[src/hdl/cpw_pkg.sv]
// Shared types and constants of the core power weight estimator.
package cpw_pkg;

    localparam int MAX_CORES   = 8;
    localparam int MAX_DOMAINS = 4;
    localparam int MAX_STATES  = 16;

    localparam int FREQ_W   = 22;
    localparam int WEIGHT_W = 24;
    localparam int UTIL_W   = 15;
    localparam int MV_W     = 16;
    localparam int LOAD_W   = 40;
    localparam int MA_W     = 24;
    localparam int CFG_W    = 32;
    localparam int CFG_IDX_W = 1;
    localparam int TBL_AW   = 6;
    localparam int NUM_W    = 47;
    localparam int PROD_W   = 62;
    localparam int DIVD_W   = 64;
    localparam int DIVS_W   = 32;

    localparam logic [CFG_IDX_W-1:0] CFG_CALIB_SCALE = 1'b0;
    localparam logic [CFG_IDX_W-1:0] CFG_WEIGHT_UNIT = 1'b1;

    typedef enum logic [1:0] {
        KIND_TABLE  = 2'd0,
        KIND_DOMAIN = 2'd1,
        KIND_MAP    = 2'd2,
        KIND_SAMPLE = 2'd3
    } kind_t;

    typedef enum logic [3:0] {
        ST_IDLE,
        ST_CHK0,
        ST_CHKL,
        ST_SCAN,
        ST_MUL1,
        ST_MUL2,
        ST_MULU,
        ST_SDIV,
        ST_SWAIT,
        ST_CUR,
        ST_CAL1,
        ST_CAL2,
        ST_CWAIT,
        ST_OUT
    } state_t;

    typedef struct packed {
        logic [FREQ_W-1:0]   freq;
        logic [WEIGHT_W-1:0] weight;
    } tbl_entry_t;

endpackage

[src/hdl/cpw_table.sv]
// Energy table memory: one write port, one registered read port.
module cpw_table
    import cpw_pkg::*;
(
    input  logic              clk,
    input  logic              we,
    input  logic [TBL_AW-1:0] waddr,
    input  tbl_entry_t        wdata,
    input  logic              re,
    input  logic [TBL_AW-1:0] raddr,
    output tbl_entry_t        rdata
);

    tbl_entry_t mem [2**TBL_AW];
    tbl_entry_t rdata_reg;

    always_ff @(posedge clk)
    begin
        if (we)
        begin
            mem[waddr] <= wdata;
        end
    end

    always_ff @(posedge clk)
    begin
        if (re)
        begin
            rdata_reg <= mem[raddr];
        end
    end

    assign rdata = rdata_reg;

endmodule

[config.mk]
export PLATFORM = sky130hd
export DESIGN_NAME = cpw_table
export DESIGN_NICKNAME = d
export VERILOG_FILES = /design/src/hdl/cpw_pkg.sv /design/src/hdl/cpw_table.sv
export SDC_FILE = /design/constraint.sdc
export NUM_CORES = 2
export LEC_CHECK = 0
export ABC_AREA = 1
export BUFFER_PORTS_ARGS = -buffer_cell sky130_fd_sc_hd__buf_2
export CAP_MARGIN = 40
export CORE_ASPECT_RATIO = 1.1
export CORE_MARGIN = 4
export CORE_UTILIZATION = 30
export CTS_CLUSTER_SIZE = 28
export DETAILED_ROUTE_END_ITERATION = 12
export MAX_ROUTING_LAYER = met4
export PLACE_DENSITY = 0.52
export SYNTH_ARGS = -nofsm -noshare
export SYNTH_HDL_FRONTEND = slang
export SYNTH_SLANG_ARGS = --single-unit
[constraint.sdc]
create_clock -name clk -period 8.9 [get_ports clk]
set_clock_uncertainty 0.15 [all_clocks]
set_input_delay 0.89 -clock clk [delete_from_list [all_inputs] [get_ports clk]]
set_output_delay 0.89 -clock clk [all_outputs]
set_load 0.01 [all_outputs]
* After elaboration in Yosys (flattened, before gate mapping)
Memories as Yosys holds them, arrays and structs flattened. A register that Yosys moved wholly into a read port is not among the register bits.
Index checks and enable logic that the tools add are counted.
** Storage, ports and cells
- Word-level logic and storage cells :: 3
- Input port bits :: 61
- Output and inout bits :: 46
- RAM bits :: 2944
- Bits in registers :: 0
- Memories kept :: 1
** Memories
- mem :: words 64, bits a word 46, rd ports 1, clocked after Yosys merged registers in 1, write ports 1, line cpw_table.sv:14 : tbl_entry_t mem [2**TBL_AW];
** Cells by class
- Mux-type cells :: 2
** Operators by type and width (count)
- $mux 1 :: 2

* Logic depth before layout (Yosys ltp)
- Word-level depth :: 2
- Depth in mapped cells :: 13
- Depth with buffers taken out :: 9

* Worst setup path before layout
No wires, ideal clock.
- Path type :: input port to flip-flop
- Start :: in we
- End :: mem mem[48][0] (netlist bit), enable pin
- Setup time :: 565 ps
- Data arrival time :: 5834 ps
- Path buffers :: 1
- Data required time :: 8185 ps
- Stages on the path :: 3
- Slack :: 2351 ps
- Cells stage by stage :: clkbuf_1 > nand4_1 > nor4_1
** On the way
- Cells in the longest elaborated chain, start to end :: 2
** Ends and longest elaborated chain
- from (decl) :: line cpw_table.sv:6 : input logic we,
- $mux 1 :: line cpw_table.sv:19 : if (we)
- $mux 1 (implied by the code) :: line cpw_table.sv:21 : mem[waddr] <= wdata;
- to (decl) :: line cpw_table.sv:14
Every way passes these cells.

==> run summary <==
The detailed router's first-iteration violation count is 8718, and the fraction of final layout cells sized beyond drive strength 1 is 8.59%. For the deepest clock path buffer count, the log shows 4. After clock tree synthesis, the clock-pin slew on the worst setup and hold paths is 0.06 ns.

Once the clock tree was built, the resizer swapped 0 gates to a different size. The worst register-to-register path has a depth of 8. The minimum setup slack among reg-to-reg paths is 6.83 ns. After layout, the worst path uses 42.3% of the clock period. 107 I/O pins were placed. The tools report the number of antenna violations at the first check in global routing as 46. For the sum of negative setup slack, the log shows 0 ns. The uppermost metal layer occupied by signal nets was met4.

The worst pin sits at a relative slew slack of 27.2%. The die covers 409000 µm². The tool flagged a number of max-cap violations equal to 0. For the worst endpoint data arrival time, the log shows 4.32 ns. The via count of the first global-routing pass was 74700. The met2 wire length was 190000 µm; the number of buffers inserted by hold repair at cts was 0. The floorplan has 243 rows. For the detailed-route wire length, the log shows 398000 µm. Detailed placer's ending HPWL: 213000 µm. The tools report the maximum ir drop on the vdd rail as 0.000165 V.

The run gives 79100 as the number of vias after detailed routing. The die is 670 µm tall. Power density of the placed cells: 220 nW/µm².

The classification of the worst-slack hold path was in2reg. The number of DRC violations after detailed routing came out at 0. Post-synth net total: 9758. The worst register-to-register path ends at rdata[0]. The library cells used most frequently in the layout, excluding fill and tap cells, are 3246 x sky130_fd_sc_hd__nand2_1, 2990 x sky130_fd_sc_hd__edfxtp_1, 2731 x sky130_fd_sc_hd__nand3_1.

Setup repair after global routing left no endpoint under its margin. Once the clock tree was built, the setup fixing pass inserted 0 buffers. The detail route stage leaves a number of antenna-violating nets equal to 0.

The initial cell density of the core was 30.1%; the slew at the pin with the worst max-slew slack was 1.09 ns. For the worst setup path, the data required time is 9.45 ns. In this run the critical register-to-register path is launched from mem[58][0]. The count of endpoints failing hold in the final timing report was 0; the sequential-to-total area share from yosys stat was 75.0%.

The number of sinks driven by the clock tree is 2990, and the placer congestion estimate is 0.814. Core footprint: 398000 µm². Dividing the synthesized area by the synthesized cell count gives 12.3 µm².

Counting distinct cell types in the post-synthesis netlist gives 16. The worst hold path begins at wdata[18]. For this design the static power due to leakage is 47.2 nW. The path with the worst hold slack has its endpoint at mem[15][18].

Derived from the worst setup path, the maximum achievable clock frequency is 266 MHz. After technology mapping, the gate count stands at 9697. Setup violations remaining at the end of the flow were counted as 0. The number of instances on the worst hold path was 1. Leaving out fill and tap cells, the most frequent cell in the layout is sky130_fd_sc_hd__nand2_1. The startpoint type of the worst setup path is a primary input.

Total length of routed met3 wires: 29500 µm. The area added between synthesis and finish is 14.4%, and the final design utilization is 34.4%. The average wire length per cell after detail routing was 26.1 µm; the count of yosys warnings during synthesis was 0. The time the worst path needs with I/O delays and setup works out to 3.76 ns. Routed metal-1 wire length: 166000 µm.

The layout has 38700 filler cells. The register with the most flip-flops in the layout has 2944 of them. The first global-routing pass estimated 564000 µm of wire. The kind of capture point of the worst setup path is a flip-flop.

The flow ran to the end, and the final reports show no timing, DRC or antenna violations. The completed layout was analyzed and its total power is 30.2 mW. The logs give 9812 for the final net count and 6 for the iteration count of the initial detailed-routing pass. The run gives 0 as the number of slew-limit violations in the final report.

Input and output buffers added on the ports amount to 106. The worst-path maximum fanout came out at 181. Clock tree synthesis selected as its root buffer the cell sky130_fd_sc_hd__clkbuf_16. The synthesized design contains 2990 register bits. TritonCTS built the clock tree. For this run, the total global-route usage over all layers was measured as 19.4%.

TritonCTS created 321 clock buffers. Entering global routing, the biggest net connects 193 pins. The run gives 0.205 ns as the final worst hold slack. The later-pin clock latency in the skew report was 0.89 ns; the number of vias per cell after detailed routing was 5.18.

The critical path class was in2reg. Global routing finished with a remaining overflow of 0. For the depth of the CTS H-tree, the log shows 5. Measured along the x axis, the die boundary spans 610 µm. The netlist area before placement was 120000 µm².
## how the worst max path moves through the flow
stage | cells past startpoint | endpoint | start
2_1_floorplan | 3 | mem[48][0] | we
3_3_place_gp | 11 | rdata[0] | raddr[0]
3_5_place_dp | 12 | rdata[21] | raddr[0]
4_1_cts | 12 | rdata[21] | raddr[0]
5_1_grt | 12 | rdata[21] | raddr[0]
6_report | 12 | rdata[21] | raddr[0]
## per-layer routing
layer  global-route usage [%]  up-vias
met2                     31.1     3482
met3                     2.49      663
met5                        -        -
met4                     5.63        0
li1                         -    34700
met1                     25.8    40300
## area by class of cell
cell class,count,area (µm²),share of cell area [%]
Clock buffer,403,8430,6.16
Timing Repair Buffer,376,3980,2.90
Antenna cell,27,67.6,0.0494
Sequential cell,2990,89800,65.6
Clock inverter,157,1310,0.954
Inverter,12,98.8,0.0722
Tap cell,5267,6590,4.81
Multi-Input combinational cell,6050,26600,19.5
## cells by family after synthesis
family | Yosys count | share of synthesized area [%]
simple gates | 6050 | 21.9
buf+inv | 657 | 3.12
flops | 2990 | 75.0
## critical path, stage by stage
cell and delay [ns]:
sky130_fd_sc_hd__buf_8 0.26, sky130_fd_sc_hd__inv_16 0.60, sky130_fd_sc_hd__buf_4 0.60, sky130_fd_sc_hd__buf_4 0.63, sky130_fd_sc_hd__nand2_1 0.15, sky130_fd_sc_hd__nand3_1 0.11, sky130_fd_sc_hd__nand3_1 0.09, sky130_fd_sc_hd__nand3_1 0.10
sky130_fd_sc_hd__nand3_1 0.09, sky130_fd_sc_hd__nand2_1 0.14, sky130_fd_sc_hd__nand2_1 0.18, sky130_fd_sc_hd__nand2_1 0.21
## where the power goes
part / total, mW / switching (mW) / internal [mW] / leakage (nW)
registers: 15.7 / 0.0502 / 15.6 / 26.9
logic: 1.79 / 1.34 / 0.445 / 15.5
clock network: 12.7 / 5.46 / 7.25 / 4.76
## cell usage after synthesis
master	count	area [µm²]
sky130_fd_sc_hd__buf_8	3	45.0
sky130_fd_sc_hd__buf_2	357	1790
sky130_fd_sc_hd__buf_4	69	518
sky130_fd_sc_hd__buf_6	68	766
sky130_fd_sc_hd__buf_12	1	20.0
sky130_fd_sc_hd__nor4_1	8	50.1
sky130_fd_sc_hd__edfxtp_1	2990	89800
sky130_fd_sc_hd__nand2_1	3246	12200
sky130_fd_sc_hd__nor2_1	56	210
sky130_fd_sc_hd__inv_1	8	30.0
sky130_fd_sc_hd__nand4_1	9	56.3
sky130_fd_sc_hd__clkbuf_1	99	372
sky130_fd_sc_hd__inv_2	2	7.51
sky130_fd_sc_hd__nand3_1	2731	13700
sky130_fd_sc_hd__inv_4	2	12.5
sky130_fd_sc_hd__buf_1	48	180
## per-stage QoR
step	setup WS, ns	cells	instance area, µm²
6_report	5.14	15300	137000
3_5_place_dp	4.30	14700	127000
3_3_place_gp	4.23	14600	125000
5_1_grt	4.96	15300	137000
2_1_floorplan	2.35	9697	120000
4_1_cts	5.21	15300	137000
(Power assumes the default switching activity.)
