<file path="src/hdl/cpw_pkg.sv">
// Shared types and constants of the core power weight estimator.
package cpw_pkg;

    localparam int MAX_CORES   = 8;
    localparam int MAX_DOMAINS = 4;
    localparam int MAX_STATES  = 16;

    localparam int FREQ_W   = 22;
    localparam int WEIGHT_W = 24;
    localparam int UTIL_W   = 15;
    localparam int MV_W     = 16;
    localparam int LOAD_W   = 40;
    localparam int MA_W     = 24;
    localparam int CFG_W    = 32;
    localparam int CFG_IDX_W = 1;
    localparam int TBL_AW   = 6;
    localparam int NUM_W    = 47;
    localparam int PROD_W   = 62;
    localparam int DIVD_W   = 64;
    localparam int DIVS_W   = 32;

    localparam logic [CFG_IDX_W-1:0] CFG_CALIB_SCALE = 1'b0;
    localparam logic [CFG_IDX_W-1:0] CFG_WEIGHT_UNIT = 1'b1;

    typedef enum logic [1:0] {
        KIND_TABLE  = 2'd0,
        KIND_DOMAIN = 2'd1,
        KIND_MAP    = 2'd2,
        KIND_SAMPLE = 2'd3
    } kind_t;

    typedef enum logic [3:0] {
        ST_IDLE,
        ST_CHK0,
        ST_CHKL,
        ST_SCAN,
        ST_MUL1,
        ST_MUL2,
        ST_MULU,
        ST_SDIV,
        ST_SWAIT,
        ST_CUR,
        ST_CAL1,
        ST_CAL2,
        ST_CWAIT,
        ST_OUT
    } state_t;

    typedef struct packed {
        logic [FREQ_W-1:0]   freq;
        logic [WEIGHT_W-1:0] weight;
    } tbl_entry_t;

endpackage

</file>
<file path="src/hdl/cpw_div.sv">
// Radix-2 restoring divider, one quotient bit per cycle.
module cpw_div
    import cpw_pkg::*;
(
    input  logic              clk,
    input  logic              rst_n,
    input  logic              start,
    input  logic [DIVD_W-1:0] dividend,
    input  logic [DIVS_W-1:0] divisor,
    output logic              busy,
    output logic              done,
    output logic [DIVD_W-1:0] quotient
);

    localparam int CNT_W = $clog2(DIVD_W);

    logic              busy_reg;
    logic              done_reg;
    logic [CNT_W-1:0]  cnt_reg;
    logic [DIVS_W:0]   rem_reg;
    logic [DIVD_W-1:0] quo_reg;
    logic [DIVS_W-1:0] dsr_reg;
    logic [DIVS_W:0]   rem_sh;
    logic              fits;

    assign rem_sh = {rem_reg[DIVS_W-1:0], quo_reg[DIVD_W-1]};
    assign fits   = rem_sh >= {1'b0, dsr_reg};

    always_ff @(posedge clk or negedge rst_n)
    begin
        if (!rst_n)
        begin
            busy_reg <= 1'b0;
            done_reg <= 1'b0;
            cnt_reg  <= '0;
        end
        else
        begin
            done_reg <= 1'b0;
            if (start)
            begin
                busy_reg <= 1'b1;
                cnt_reg  <= '0;
            end
            else if (busy_reg)
            begin
                cnt_reg <= cnt_reg + CNT_W'(1);
                if (cnt_reg == CNT_W'(DIVD_W - 1))
                begin
                    busy_reg <= 1'b0;
                    done_reg <= 1'b1;
                end
            end
        end
    end

    always_ff @(posedge clk)
    begin
        if (start)
        begin
            rem_reg <= '0;
            quo_reg <= dividend;
            dsr_reg <= divisor;
        end
        else if (busy_reg)
        begin
            rem_reg <= fits ? rem_sh - {1'b0, dsr_reg} : rem_sh;
            quo_reg <= {quo_reg[DIVD_W-2:0], fits};
        end
    end

    assign busy     = busy_reg;
    assign done     = done_reg;
    assign quotient = quo_reg;

endmodule

</file>
<file path="config.mk">
export PLATFORM = sky130hd
export DESIGN_NAME = cpw_div
export DESIGN_NICKNAME = d
export VERILOG_FILES = /design/src/hdl/cpw_pkg.sv /design/src/hdl/cpw_div.sv
export SDC_FILE = /design/constraint.sdc
export NUM_CORES = 1
export LEC_CHECK = 0
export ABC_AREA = 1
export BUFFER_PORTS_ARGS = -buffer_cell sky130_fd_sc_hd__buf_4
export CAP_MARGIN = 20
export CORE_ASPECT_RATIO = 1.25
export CORE_MARGIN = 5
export CORE_UTILIZATION = 45
export DETAILED_ROUTE_END_ITERATION = 8
export GPL_TIMING_DRIVEN = 0
export PLACE_DENSITY = 0.67
export SYNTH_ARGS = -nofsm -noshare
export SYNTH_HDL_FRONTEND = slang
export SYNTH_SLANG_ARGS = --single-unit
export TNS_END_PERCENT = 10
</file>
<file path="constraint.sdc">
create_clock -name clk -period 3.6 [get_ports clk]
set_input_delay 0.36 -clock clk [delete_from_list [all_inputs] [get_ports clk]]
set_output_delay 0.36 -clock clk [all_outputs]
set_load 0.005 [all_outputs]
</file>
Word level (Yosys, flattened, before mapping)
Cells that the tools add are included.
- flip-flop bits (word level): 136
- bits in latches: 0
- RAM bits: 0
- bits in read-only memories: 0
- input port bits: 99
- output and inout port bits: 66
- memories kept: 0
- add/sub/neg operators: 2
- $mul: 0
- divide/modulo/power cells: 0
- magnitude comparators: 1
- equal/unequal tests: 1
- shift-type cells: 0
- multiplexer cells: 11
- bitwise gates (word level): 0
- reductions and logical operators: 1
- operators with widths (cell ; count):
    $mux 64 ; 2
    $ge 33x32->1 ; 1
    $mux 32 ; 1
    $sub 32x32->32 ; 1
    $mux 6 ; 2
    $add 6x1->6 const B ; 1
    $eq 6x6->1 const B ; 1
    $mux 1 ; 6
    $reduce_bool 2->1 ; 1

Longest topological paths before layout
- depth in word-level cells: 4
- depth in mapped cells: 17

Least setup slack after synthesis
OpenSTA, ideal clock, no wires.
- kind: register to register
- start: register busy_reg, in the netlist busy
- end: register quo_reg[0], in the netlist quotient[0] (enable)
- library setup time: 0.454 ns
- data arrival time: 2.597 ns
- required time: 3.146 ns
- slack: 0.549 ns
- cell stages (with the launch flop): 4
- cells stage by stage: dfrtp_1 nor2_1 inv_1 clkbuf_1
- word-level cells in the longest chain between the ends: 1
- RTL lines (element ; line ; source):
    start, declared ; cpw_div.sv:17 ; logic busy_reg;
    start signal, assigned ; cpw_div.sv:33 ; busy_reg <= 1'b0;
    start signal, assigned ; cpw_div.sv:42 ; busy_reg <= 1'b1;
    start signal, assigned ; cpw_div.sv:50 ; busy_reg <= 1'b0;
    $reduce_bool 2->1 (no source line) ; n/a ;
    end signal, assigned ; cpw_div.sv:62 ; quo_reg <= dividend;
    end signal, assigned ; cpw_div.sv:68 ; quo_reg <= {quo_reg[DIVD_W-2:0], fits};
    end, declared ; cpw_div.sv:21 ; logic [DIVD_W-1:0] quo_reg;
Every way passes these cells.
A chain may end at the register's enable or synchronous reset.

Final worst setup path
- start: register dsr_reg[8]
- end: register rem_reg[21]
- word-level cells in the longest chain between the ends: 2
- elaborated cells on any way between the ends: 3
- classes of those cells: add/sub: 1; order compare: 1; mux: 1
- RTL lines (element ; line ; source):
    start, declared ; cpw_div.sv:22 ; logic [DIVS_W-1:0] dsr_reg;
    start signal, assigned ; cpw_div.sv:63 ; dsr_reg <= divisor;
    $sub 32x32->32 / $ge 33x32->1 (equally long branches) ; cpw_div.sv:67, cpw_div.sv:27 ;
    $mux 32 * ; cpw_div.sv:67 ; rem_reg <= fits ? rem_sh - {1'b0, dsr_reg} : rem_sh;
    end signal, assigned ; cpw_div.sv:67 ;
    end, declared ; cpw_div.sv:20 ; logic [DIVS_W:0] rem_reg;
Mark *: on every way between the ends. The rest lies on a longest branch, timed or not.

==> results_dict.tcl <==
set metrics [dict create \
    firstDrtPassIters 5 \
    clkTransAtPathRegs_ns 0.06 \
    hp-start "divisor[15]" \
    viasPerCell 4.78 \
    slew_violations 0 \
    antenna_left 0 \
    total_power_mw 6.29 \
    wire_per_inst_um 14.2 \
    status "finished clean" \
    postRouteWirelength_mm 22.1 \
    die_w_um 131 \
    grt_max_degree 66 \
    crit_type "reg2reg" \
    leakage_nw 5.59 \
    grt_use_met1_pct 23.3 \
    power_frac_clock_pct 27.9 \
    power_switching_mw 2.32 \
    io_pins 165 \
    critPathTopFamily "simple AND/OR/NAND/NOR gates" \
    rsz0062_at_grt "false" \
    nNetsFinal 1447 \
    max_slew_margin_pct 60.2 \
    clk_latency_ns 0.42 \
    stdcell_count 1555 \
    hold_depth 1 \
    synth-edff-count 96 \
    endpoint_kind "register" \
    grt_overflow 0 \
    syn_inst 1129 \
    intPower_mw 3.97 \
    htree_levels 4 \
    fin_skew_ns 0.0131 \
    fin_area_sq_um 10400 \
    max_clock_freq_ghz 0.430 \
    setup_viol 0 \
    post_dp_cell_area_sq_um 9800 \
    first_iter_violations 410 \
    start_util_pct 45.6 \
    gp_congestion 0.952 \
    diodes 0 \
    critPathMaxStageDelay_ns 0.35 \
    grt_pass1_vias 7537 \
    min_period_over_period_pct 64.7 \
    r2r_start "dsr_reg[8]$_DFFE_PP_" \
    power_frac_comb_pct 39.4 \
    hold_viol_final 0 \
    ys_ff_latch 136 \
    syn_to_final_growth_pct 26.1 \
    power_density_nw_per_um2 605 \
    whs_endpoint "dsr_reg[15]$_DFFE_PP_" \
    synth_nets 1262 \
    die_y_um 161 \
    cts.sinks 136 \
    crit_slowest_cell "edfxtp_1" \
    fin_crit_ns 2.33 \
    dieArea_sq_um 21200 \
    crit_fanout 10 \
    io_buffers 164 \
    crit_top_cell "nand2_1" \
    crit_start "dsr_reg[8]$_DFFE_PP_" \
    worstMarginPinSlew_ns 0.597 \
    synth_ff_type "edfxtp_1" \
    seqPwrFrac_pct 32.7 \
    synth_seq_area_share_pct 45.1 \
    cts_tree "built" \
    core-area_sq_um 18100 \
    async_flop_share_pct 5.88 \
    hold_class "in2reg" \
    antenna_found_initial 0 \
    dp_hpwl_mm 17.5 \
    root_buffer "clkbuf_16" \
    crit_buf_inv 4 \
    peakVddDrop_mv 0.363 \
    grt.busiest_layer "met2" \
    cp-start-kind "register" \
    power_switching_share_pct 36.9 \
    gr-usage-all-layers_pct 21.0 \
    fp-row-count 55 \
    cts_made_buffers 17 \
    drv_cap 0 \
    use_met3_pct 7.85 \
    largest_reg_flops 64 \
    vias 7430 \
    synth_area_sq_um 8250 \
    clock_path_buffers 2 \
    required_ns 3.91 \
    grt_first_pass_wirelength_mm 36.3 \
    rrSetupSlack_ns 1.27 \
    use_met2_pct 37.0 \
    post-cts-setup-buffer-count 0 \
    r2r-end "rem_reg[21]$_SDFFE_PP0P_" \
    crit_chain "inv_1, ha_1, nand2_1, inv_1, nand2_1, nand2_1, inv_1, nand3_2, nand2_1, nand2_1, nand2_4, buf_2, nand3b_1, nand3_1, nand2_1" \
    fill_cells 1764 \
    syn_avg_cell_area_sq_um 7.31 \
    yosys_warnings 0 \
    arrival_ns 2.64 \
    fin_setup_tns_ns 0 \
    place_inst 1522 \
    drive_gt1_share_pct 17.4 \
    reg2reg_depth 15 \
    yosysUniqueCellTypes 38 \
    post-route-drc-count 0 \
    whs_ns 0.112 \
]
## worst max path at each step
| stage | endpoint | slack (ns) | cells after the start |
|---|---|---|---|
| CTS | quotient[0]$_DFFE_PP_ | 1.28 | 13 |
| finish | rem_reg[21]$_SDFFE_PP0P_ | 1.27 | 15 |
| global placement | quotient[41]$_DFFE_PP_ | -0.91 | 4 |
| floorplan | quotient[0]$_DFFE_PP_ | 0.55 | 3 |
| global route | rem_reg[22]$_SDFFE_PP0P_ | 1.04 | 15 |
| detailed placement | quotient[0]$_DFFE_PP_ | 1.29 | 13 |
## synth_stat cells (all sizes together), types with 2 or more instances
cell type	count	area share [%]
dfxtp	32	7.8
nand3b	13	1.2
and2	3	0.23
o21ai	17	1.0
nor3	5	0.36
a21oi	22	1.4
nand4	9	0.68
nor2	53	2.7
nand3	84	5.4
o21a	2	0.18
clkbuf	17	0.77
inv	186	8.5
edfxtp	96	35
nand2	514	24
xnor2	13	1.4
o21bai	3	0.27
ha	33	5.0
dfrtp	8	2.4
buf	12	1.2
## area by class of cell
type,instances,area [sq um],share of cell area [%]
buffer,29,170,1.64
clock buffer,19,453,4.35
clock inverter,13,145,1.39
inverter,186,698,6.71
multi-input combinational,778,3660,35.2
sequential,136,3720,35.8
tap,228,285,2.74
timing repair buffer,166,1270,12.2
## logic make-up (layout without fill, tap and decap cells)
group | Yosys count | count (layout) | share of synthesized area (%)
XOR/XNOR | 14 | 14 | 1.49
adder cells (fa/ha/maj) | 34 | 34 | 5.25
AO/OA/AOI/OAI | 47 | 47 | 3.15
buffers and inverters | 215 | 413 | 10.5
AND/OR/NAND/NOR | 683 | 683 | 34.5
flip-flops | 136 | 136 | 45.1
## metal layers
| layer | routed length, um | part of all wire (%) | up-vias |
|---|---|---|---|
| met5 | 0 | 0 | - |
| met1 | 8760 | 40 | 3290 |
| met2 | 11000 | 50 | 221 |
| li1 | - | - | 3887 |
| met3 | 1850 | 8.4 | 32 |
| met4 | 462 | 2.1 | 0 |
## timing repair
action                                 in CTS  in global routing
resized for setup                           0                  0
hold buffers                                1                  0
endpoints found under the hold margin       8                  0
## worst register-to-register path, delay by kind of cell, from the launching register on
kind | cells | cell delay, ns
adders and majority gates | 1 | 0.27
buffers and inverters | 4 | 0.53
DFF | 1 | 0.35
and+or+nand+nor | 10 | 1.07
## power by group through the flow
stage | Sequential (mW) | Combinational, mW | Clock, mW
after detailed placement | 2.08 | 2.47 | 0
final | 2.06 | 2.48 | 1.76
after global routing | 2.08 | 2.81 | 1.87
after CTS | 2.06 | 2.48 | 1.80
after floorplan | 2.06 | 1.78 | 0
after global placement | 2.08 | 2.45 | 0
## stage by stage
stage / util, % / setup WS, ns
after global placement: 54.0 / -0.913
after global routing: 57.5 / 1.04
after CTS: 57.5 / 1.28
after floorplan: - / 0.549
after detailed placement: 54.1 / 1.29
final: 57.5 / 1.27
## layout by cell type (no fill, tap or decap), types with 11 or more instances in the layout
cell type / count
edfxtp_1: 96
nand3b_1: 13
clkbuf_1: 16
buf_4: 166
nand2_1: 508
dfxtp_1: 32
o21ai_1: 11
inv_1: 184
xnor2_1: 13
clkbuf_16: 17
a21oi_1: 21
nand3_1: 79
nor2_1: 47
ha_1: 33
Power figures use the tool's default switching activity.
